==> config.mk <==
export PLATFORM = sky130hd
export DESIGN_NAME = decimal_digit_emitter
export DESIGN_NICKNAME = d
export VERILOG_FILES = /design/src/hw/rtl/dde_pkg.sv /design/src/hw/rtl/dde_ctrl.sv /design/src/hw/rtl/dde_datapath.sv /design/src/hw/rtl/decimal_digit_emitter.sv
export SDC_FILE = /design/constraint.sdc
export NUM_CORES = 1
export LEC_CHECK = 0
export BUFFER_PORTS_ARGS = -buffer_cell sky130_fd_sc_hd__buf_2
export CORE_MARGIN = 5
export CORE_UTILIZATION = 55
export DETAILED_ROUTE_END_ITERATION = 10
export PLACE_DENSITY = 0.75
export SLEW_MARGIN = 20
export SYNTH_ARGS = -nofsm -noshare
export SYNTH_HDL_FRONTEND = slang
export SYNTH_SLANG_ARGS = --single-unit
==> constraint.sdc <==
create_clock -name clk -period 2.9 [get_ports clk]
set_input_delay 0.29 -clock clk [delete_from_list [all_inputs] [get_ports clk]]
set_output_delay 0.29 -clock clk [all_outputs]
set_load 0.01 [all_outputs]
==> src/hw/rtl/dde_pkg.sv <==
// ----------------------------------------------------------------------------
// dde_pkg
// shared command and status types for the decimal digit emitter
// ----------------------------------------------------------------------------
`default_nettype none

package dde_pkg;

  // commands from the controller to the datapath
  typedef struct packed {
    logic load;      // capture input word, clear bcd and bit counter, load digit count
    logic dabble;    // one shift-and-add-3 step
    logic shift;     // drop the top bcd digit, count one digit down
    logic sel_sign;  // present the minus sign on the output
  } cmd_t;

  // status from the datapath to the controller
  typedef struct packed {
    logic conv_done;  // current dabble step is the last one
    logic top_zero;   // top bcd digit is zero
    logic cnt_one;    // one digit left
    logic neg;        // captured value was negative
  } stat_t;

  localparam int unsigned DigitBits = 4;

endpackage

`default_nettype wire

==> src/hw/rtl/dde_ctrl.sv <==
// ----------------------------------------------------------------------------
// dde_ctrl
// sequencer: accept, convert, skip leading zeros, emit sign and digits
// ----------------------------------------------------------------------------
`default_nettype none

module dde_ctrl (
  input  wire logic          clk,
  input  wire logic          rst,
  input  wire logic          s_tvalid,
  output logic               s_tready,
  output logic               m_tvalid,
  input  wire logic          m_tready,
  input  wire dde_pkg::stat_t stat,
  output dde_pkg::cmd_t      cmd
);

  typedef enum logic [4:0] {
    ST_IDLE = 5'b00001,
    ST_CONV = 5'b00010,
    ST_SKIP = 5'b00100,
    ST_SIGN = 5'b01000,
    ST_EMIT = 5'b10000
  } state_t;

  state_t state;
  state_t state_next;

  always_ff @(posedge clk) begin
    if (rst) begin
      state <= ST_IDLE;
    end else begin
      state <= state_next;
    end
  end

  always_comb begin
    state_next   = state;
    cmd          = '0;
    s_tready     = 1'b0;
    m_tvalid     = 1'b0;
    case (state)
      ST_IDLE: begin
        s_tready = 1'b1;
        if (s_tvalid) begin
          cmd.load   = 1'b1;
          state_next = ST_CONV;
        end
      end
      ST_CONV: begin
        cmd.dabble = 1'b1;
        if (stat.conv_done) begin
          state_next = ST_SKIP;
        end
      end
      ST_SKIP: begin
        if (stat.top_zero && !stat.cnt_one) begin
          cmd.shift = 1'b1;
        end else if (stat.neg) begin
          state_next = ST_SIGN;
        end else begin
          state_next = ST_EMIT;
        end
      end
      ST_SIGN: begin
        m_tvalid     = 1'b1;
        cmd.sel_sign = 1'b1;
        if (m_tready) begin
          state_next = ST_EMIT;
        end
      end
      ST_EMIT: begin
        m_tvalid = 1'b1;
        if (m_tready) begin
          if (stat.cnt_one) begin
            state_next = ST_IDLE;
          end else begin
            cmd.shift = 1'b1;
          end
        end
      end
      default: begin
        state_next = ST_IDLE;
      end
    endcase
  end

endmodule

`default_nettype wire

==> src/hw/rtl/dde_datapath.sv <==
// ----------------------------------------------------------------------------
// dde_datapath
// sign handling, shift-and-add-3 bcd converter and digit output register
// ----------------------------------------------------------------------------
`default_nettype none

module dde_datapath #(
  parameter int unsigned WORD_BITS = 32,
  parameter int unsigned NDIG      = 10
) (
  input  wire logic          clk,
  input  wire logic          rst,
  input  wire logic          cfg_we,
  input  wire logic          cfg_wdata,
  input  wire logic [31:0]   s_tdata,
  input  wire dde_pkg::cmd_t cmd,
  output dde_pkg::stat_t     stat,
  output logic [7:0]         m_tdata,
  output logic               m_tuser,
  output logic               m_tlast
);

  localparam int unsigned BcdBits = NDIG * dde_pkg::DigitBits;
  localparam int unsigned BcW     = (WORD_BITS > 1) ? $clog2(WORD_BITS) : 1;
  localparam int unsigned CntW    = $clog2(NDIG + 1);

  logic                 signed_mode;
  logic [WORD_BITS-1:0] bin;
  logic [BcdBits-1:0]   bcd;
  logic [BcW-1:0]       bitcnt;
  logic [CntW-1:0]      cnt;
  logic                 neg;

  logic [63:0]          wide_in;
  logic [WORD_BITS-1:0] v_in;
  logic                 v_neg;
  logic [WORD_BITS-1:0] mag;
  logic [BcdBits-1:0]   bcd_adj;
  logic [3:0]           top_digit;

  // config register
  always_ff @(posedge clk) begin
    if (rst) begin
      signed_mode <= 1'b1;
    end else if (cfg_we) begin
      signed_mode <= cfg_wdata;
    end
  end

  always_comb begin
    wide_in = {32'd0, s_tdata};
    v_in    = wide_in[WORD_BITS-1:0];
    v_neg   = signed_mode & v_in[WORD_BITS-1];
    // most negative value wraps to 2^(WORD_BITS-1), read as unsigned
    mag     = v_neg ? (~v_in + WORD_BITS'(1)) : v_in;
  end

  // add 3 to every digit of 5 or more before the shift
  always_comb begin
    for (int i = 0; i < int'(NDIG); i++) begin
      if (bcd[i*4 +: 4] >= 4'd5) begin
        bcd_adj[i*4 +: 4] = bcd[i*4 +: 4] + 4'd3;
      end else begin
        bcd_adj[i*4 +: 4] = bcd[i*4 +: 4];
      end
    end
  end

  always_ff @(posedge clk) begin
    if (cmd.load) begin
      bin    <= mag;
      neg    <= v_neg;
      bcd    <= '0;
      bitcnt <= '0;
      cnt    <= CntW'(NDIG);
    end else if (cmd.dabble) begin
      bcd    <= {bcd_adj[BcdBits-2:0], bin[WORD_BITS-1]};
      bin    <= {bin[WORD_BITS-2:0], 1'b0};
      bitcnt <= bitcnt + BcW'(1);
    end else if (cmd.shift) begin
      bcd    <= {bcd[BcdBits-5:0], 4'd0};
      cnt    <= cnt - CntW'(1);
    end
  end

  assign top_digit = bcd[BcdBits-1 -: 4];

  always_comb begin
    stat.conv_done = (bitcnt == BcW'(WORD_BITS - 1));
    stat.top_zero  = (top_digit == 4'd0);
    stat.cnt_one   = (cnt == CntW'(1));
    stat.neg       = neg;
  end

  assign m_tuser = cmd.sel_sign;
  assign m_tdata = cmd.sel_sign ? 8'd0 : {4'd0, top_digit};
  assign m_tlast = !cmd.sel_sign && stat.cnt_one;

endmodule

`default_nettype wire

==> src/hw/rtl/decimal_digit_emitter.sv <==
// ----------------------------------------------------------------------------
// decimal_digit_emitter
// converts one binary word to decimal digits, most significant first
// ----------------------------------------------------------------------------
// Each input transfer carries one word; its low WORD_BITS bits are converted
// and sent out as one transfer per symbol: an optional minus sign (tuser=1,
// only when signed_mode is set and the word is negative), then the decimal
// digits with no leading zeros, tlast on the final digit. Zero gives a single
// 0 digit and the most negative value converts to 2^(WORD_BITS-1). One word is
// handled at a time: the input is ready only when the previous run is fully
// sent. A word is accepted, run through the bit-serial shift-and-add-3 loop
// with one step per input bit, stripped of its leading zero digits one at a
// time, then sent as one result transfer per symbol as the output takes them.
// signed_mode resets to 1 and must only be written while no run is in progress.
// ----------------------------------------------------------------------------
`default_nettype none

module decimal_digit_emitter #(
  parameter int unsigned WORD_BITS = 32
) (
  input  wire logic        clk,
  input  wire logic        rst,
  // config
  input  wire logic        cfg_we,
  input  wire logic        cfg_wdata,  // signed_mode
  // input stream
  input  wire logic        s_tvalid,
  output logic             s_tready,
  input  wire logic [31:0] s_tdata,    // [31:0] value_word
  // output stream
  output logic             m_tvalid,
  input  wire logic        m_tready,
  output logic [7:0]       m_tdata,    // [3:0] digit_value, [7:4] zero
  output logic             m_tuser,    // symbol_kind: 1 minus sign
  output logic             m_tlast     // last_of_run
);

  // decimal digits needed for 2^WORD_BITS - 1
  localparam int unsigned NDIG = (WORD_BITS * 30103) / 100000 + 1;

  dde_pkg::cmd_t  cmd;
  dde_pkg::stat_t stat;

  // sequencer
  dde_ctrl u_ctrl (
    .clk      (clk),
    .rst      (rst),
    .s_tvalid (s_tvalid),
    .s_tready (s_tready),
    .m_tvalid (m_tvalid),
    .m_tready (m_tready),
    .stat     (stat),
    .cmd      (cmd)
  );

  // converter and output payload
  dde_datapath #(
    .WORD_BITS (WORD_BITS),
    .NDIG      (NDIG)
  ) u_datapath (
    .clk       (clk),
    .rst       (rst),
    .cfg_we    (cfg_we),
    .cfg_wdata (cfg_wdata),
    .s_tdata   (s_tdata),
    .cmd       (cmd),
    .stat      (stat),
    .m_tdata   (m_tdata),
    .m_tuser   (m_tuser),
    .m_tlast   (m_tlast)
  );

`ifndef NO_ASSERTIONS
  // one run at a time: no input taken while results are pending
  a_one_run: assert property (@(posedge clk) disable iff (rst)
    !(s_tready && m_tvalid))
    else $error("input ready while output valid");

  // after an input transfer the block is busy
  a_busy_after_accept: assert property (@(posedge clk) disable iff (rst)
    (s_tvalid && s_tready) |=> !s_tready)
    else $error("input ready right after transfer");

  // a digit symbol is a decimal digit
  a_digit_range: assert property (@(posedge clk) disable iff (rst)
    (m_tvalid && !m_tuser) |-> (m_tdata <= 8'd9))
    else $error("digit out of range");

  // the sign carries no digit and never ends a run
  a_sign_shape: assert property (@(posedge clk) disable iff (rst)
    (m_tvalid && m_tuser) |-> (m_tdata == 8'd0 && !m_tlast))
    else $error("malformed sign symbol");

  // a sign is always followed by a digit
  a_sign_then_digit: assert property (@(posedge clk) disable iff (rst)
    (m_tvalid && m_tready && m_tuser) |=> (m_tvalid && !m_tuser))
    else $error("no digit after sign");
`endif

endmodule

`default_nettype wire
== After elaboration in Yosys (flattened, before gate mapping) ==
Cells that the tools add are included.

* Input port bits: 38
* Bits in registers: 88
* Word-level logic and storage cells: 90

* $lt $le $gt $ge: 10
* Bitwise operators: 3
* Muxes and demuxes: 34
* Add/sub/neg operators: 13
* Equality and inequality tests: 13
* Reduce and logical (&&, ||, !) cells: 10

{| class="wikitable"
|+ Operators with widths
! operator !! number
|-
| $mux 32 || 3
|-
| $mux 40 || 2
|-
| $ge 4x3->1 const B || 10
|-
| $mux 4 || 10
|-
| $add 4x2->4 const B || 9
|-
| $mux 5 || 7
|-
| $add 32x1->32 const B || 1
|-
| $not 32->32 || 1
|-
| $pmux 5 s5 || 1
|-
| $eq 5x5->1 const B || 2
|-
| $ne 2x2->1 const B || 5
|-
| $mux 1 || 9
|-
| $reduce_and 6->1 || 1
|-
| $add 5x1->5 const B || 1
|-
| $eq 5x1->1 const B || 1
|-
| $eq 5x2->1 const B || 1
|-
| $eq 5x3->1 const B || 1
|-
| $eq 5x4->1 const B || 1
|-
| $eq 4x1->1 const B || 1
|-
| $logic_not 4->1 || 1
|-
| $reduce_bool 2->1 || 2
|-
| $sub 4x1->4 const B || 1
|-
| $add 3x2->3 const B || 1
|-
| $mux 3 || 1
|-
| 8 further kinds || 10
|}

== Depth between registers and ports, before layout ==
* Word-level depth: 7
* Depth in mapped cells: 9

== Cells and area by module ==
Synthesis repeated with hierarchy kept, for this count alone.

* Cell total of the unflattened synthesis: 641
* Area, all modules: 5492.8 um^2

{| class="wikitable"
|+ By module, submodules not included
! module !! area each (um^2) !! sequential area each (um^2) !! times used !! cells an instance
|-
| dde_datapath || 5123.7 || 1991.9 || 1 || 596
|-
| dde_ctrl || 369.1 || 100.1 || 1 || 45
|}

== Least setup slack after synthesis ==
Ideal clock, no wire load.

* Path kind: register -> register
* From: register u_ctrl.state[3]
* To: register u_datapath.bin[0] (enable)
* Setup slack: 0.341 ns
* Arrival: 2.082 ns
* Buffers on the path: 4
* Clock period less this slack: 2.559 ns
* Library setup time: 0.478 ns
* Cell stages (with the launch flop): 8
* Cells stage by stage: dfxtp_1 > clkbuf_1 > nor2_1 > nand4_1 > buf_2 > clkbuf_1 > clkbuf_1 > nand2_1

* Word-level cells in the longest chain between the ends: 3
* Elaborated cells between the ends (all ways): 5
* Classes of those cells: eq/ne: 2; mux: 2; reduce/logical: 1

{| class="wikitable"
|+ RTL lines
! what !! RTL line !! text
|-
| start: declaration || dde_ctrl.sv:26 || <nowiki>state_t state;</nowiki>
|-
| start signal: assignment || dde_ctrl.sv:33 || <nowiki>state <= state_next;</nowiki>
|-
| $eq 5x2->1 / $eq 5x1->1 (equally long branches) || dde_ctrl.sv:42 || <nowiki>case (state)</nowiki>
|-
| $mux 1 || dde_ctrl.sv:42 ||
|-
| $reduce_bool 2->1 (no line) * || - ||
|-
| end signal: assignment || dde_datapath.sv:71 || <nowiki>bin <= mag;</nowiki>
|-
| end signal: assignment || dde_datapath.sv:78 || <nowiki>bin <= {bin[WORD_BITS-2:0], 1'b0};</nowiki>
|-
| end: declaration || dde_datapath.sv:28 || <nowiki>logic [WORD_BITS-1:0] bin;</nowiki>
|}

Every way passes the cells marked *; elsewhere a longest branch is shown, timed or not.
A chain may end at the register's enable or synchronous reset.

== Worst setup path in the final report ==
* From: register u_datapath.bcd[36]
* To: register u_datapath.bcd[23]

* Word-level cells in the longest chain between the ends: 5

{| class="wikitable"
|+ RTL lines
! what !! RTL line !! text
|-
| start: declaration || dde_datapath.sv:29 || <nowiki>logic [BcdBits-1:0] bcd;</nowiki>
|-
| start signal: assignment || dde_datapath.sv:77 || <nowiki>bcd <= {bcd_adj[BcdBits-2:0], bin[WORD_BITS-1]};</nowiki>
|-
| start signal: assignment || dde_datapath.sv:81 || <nowiki>bcd <= {bcd[BcdBits-5:0], 4'd0};</nowiki>
|-
| $logic_not 4->1 || dde_datapath.sv:90 || <nowiki>stat.top_zero = (top_digit == 4'd0);</nowiki>
|-
| $logic_and 1x1->1 || dde_ctrl.sv:57 || <nowiki>if (stat.top_zero && !stat.cnt_one) begin</nowiki>
|-
| $mux 1 || dde_ctrl.sv:57 ||
|-
| $pmux 1 s2 || dde_ctrl.sv:42 ||
|-
| $reduce_bool 2->1 (no line) || - ||
|}

No other way between the ends.

==> impl_results.md <==
* Status: finished clean
* Hold violation count in the final report at 0
* Max FO, Critical Path at 12
* DP HPWL at 8390 um
* Syn_area_per_cell at 8.34 um^2
* Synthesis warning total at 0
* Yosys reg bits at 88
* Clk_lat worst skew at 0.35 ns
* Setup TNS Final at 0 ns
* Layout cells sized above 1 at 12.1%
* Core area at 9770 um^2
* Minimum clock period at 2.14 ns
* Relative slew margins at 56.8%
* Worst path arrival time at 2.44 ns
* Number of flops mapped to enable cells by yosys at 33
* Sequential Power Share at 54.2%
* Die width at 110 um
* Sw frac at 27.8%
* Most frequent cells in the layout: nand2_1, dfxtp_1, nor2_1, a21oi_1, buf_2
* Final worst-path cycle share at 73.9%
* Die H at 110 um
* P_sw at 746 uW
* Clock Power Share at 29.1%
* GR Util All Layers at 21.0%
* Pint at 1.93 mW
* I/O Pins at 50
* Skew final at 0.00522 ns
* Port Buffer Count at 45
* Routed vias/inst at 5.84
* Synth Flop Type: dfxtp_1
* Die Footprint at 12100 um^2
* Min-delay worst type: primary input to flop
* Max-slew violation count at 0
* Maximum Capacitance Violations at 0
* Endpoints failing setup at 0
* DRC errors left at 0
* # placed instances at 813
* Antenna viol nets, final at 0
* CTS hold repair buffers at 0
* Largest net degree at the start of global routing at 39
* Total Power at 2.68 mW
* WP data required at 3.19 ns
* Clock sink count at 88
* Slowest CP cell: a21oi_2
* Global-route wire length before repair at 20400 um
* DR vias at 4838
* CTS clk-pin slew, worst paths at 0.08 ns
* CTS Root Buffer Type: clkbuf_8
* Final Instance Count excl. Fillers at 829
* Worst setup SP type: flop
* CTS tree: yes
* Total grt overflow at 0
* Library cells used by synthesis at 60
* PwrDens at 448 nW/um^2
* Worst slew pin tran at 0.647 ns
* Max Root-Sink Buffers at 2
* Crit path largest cell delay at 0.42 ns
* Register area share after synthesis at 38.0%
* Worst vdd ir at 291 uV
* Initial Util at 56.3%
* Post-layout nets at 755
* Crit path cell chain: inv_1 > ha_1 > and4bb_1 > a32o_1 > a21oi_2 > buf_4 > a221oi_1 > nor2_1
* Vias in the first global route at 4590
* Max Clk Rate at 0.467 GHz
* CP Capture Type: flop
* Num CTS Buffers at 9
* Area growth syn-to-layout at 8.80%
* Gate Count Post-Synth at 660
* Cell Rows at 36
* RSZ-0062 raised after global routing: false
* Antenna diodes at 0
* Router iterations before antenna repair at 5
* Initial antenna violation count at 0
* Routed WL at 12100 um
* H-tree Lvls at 3
* DRT iter0 DRCs at 401
* Fillcell total at 902
* Pleak at 2.23 nW
* Setup Fix Bufs, Post-CTS at 0
* Share of power burned in combinational logic at 16.6%
* Mapped Area at 5510 um^2
* Routed WL per cell at 14.6 um
* GP Congestion at 0.828
* Most common cell after layout, fill and taps aside: nand2_1
* Crit path kind: flop to flop
* PostCTS Resize Cnt at 0
* Async SR Flop Fraction at 0%
## synthesized netlist by cell type, drive strengths merged (20+ instances only)
master    n  share of area [%]
nand3    32                2.9
xor2     22                3.5
a21oi    47                4.3
dfxtp    55                 20
nor2     49                3.4
nand2   100                6.8
clkbuf   24                1.6
ha       26                5.9
inv      31                2.1
xnor2    20                3.2
edfxtp   33                 18
o21ai    48                4.4
## power groups by stage
stage               Sequential (mW)  Clock, mW  Combinational, mW
floorplan                      1.47          0              0.322
global placement               1.48          0              0.434
detailed placement             1.48          0              0.446
CTS                            1.45      0.802              0.447
global route                   1.46      0.847              0.504
finish                         1.45      0.781              0.446
## critical path, delay by kind of cell, from the launching register on
family          cells  cell delay [ns]
flops               1             0.36
buf+inv             2             0.39
compound gates      3             0.79
fa+ha+maj           1             0.20
simple gates        2             0.33
## kinds of logic (layout without fill, tap and decap cells)
family | count (synthesis) | in the layout | share of synthesized area (%)
and+or+nand+nor | 249 | 249 | 22.5
AOI/OAI and AO/OA | 179 | 179 | 20.7
DFF | 88 | 88 | 38.0
buffers and inverters | 71 | 104 | 5.39
xor gates and xnor gates | 42 | 42 | 6.68
adders and majority gates | 26 | 26 | 5.91
muxes | 4 | 4 | 0.750
other | 1 | 4 | 0.0681
## final timing paths
path,start,end,slack [ns],cells past startpoint
max,u_datapath.bcd[36],u_datapath.bcd[23],0.76,8
min,cfg_wdata,u_datapath.signed_mode,0.15,2
max reg2reg,u_datapath.bcd[36],u_datapath.bcd[23],0.76,8
min reg2reg,u_datapath.bitcnt[4],u_datapath.bitcnt[4],0.47,2
## per-layer routing
metal / GRT usage [%] / wire length [um]
met5: 0 / 0
met4: 8.46 / 187
met3: 2.91 / 559
met2: 34.9 / 5820
met1: 27.4 / 5540
## cell type report
cell class                 instances  area [um^2]  share of cell area, %
multi-input combinational        504         3130                   52.2
sequential                        88         2090                   34.9
timing repair buffer              57          315                   5.26
clock buffer                      16          171                   2.86
tap                              133          166                   2.78
inverter                          31          116                   1.94
## flip-flops by register name, indices dropped and copies added, names as in the netlist
name	cells
u_datapath.cnt	4
u_datapath.bitcnt	5
u_datapath.neg	1
u_datapath.bin	32
u_ctrl.state	5
u_datapath.bcd	40
u_datapath.signed_mode	1
## per-stage QoR
| step | utilization [%] | hold WS [ns] | instance area (um^2) | setup WS (ns) |
|---|---|---|---|---|
| final | 61.3 | 0.153 | 5990 | 0.757 |
| after global routing | 61.3 | 0.144 | 5990 | 0.593 |
| after CTS | 61.3 | 0.135 | 5990 | 0.764 |
| after detailed placement | 59.5 | 0.455 | 5820 | 0.528 |
| after global placement | 59.5 | 0.447 | 5820 | 0.616 |
| after floorplan | - | 0.408 | 5520 | 0.341 |
No activity file was read; power rests on OpenSTA's default activity.
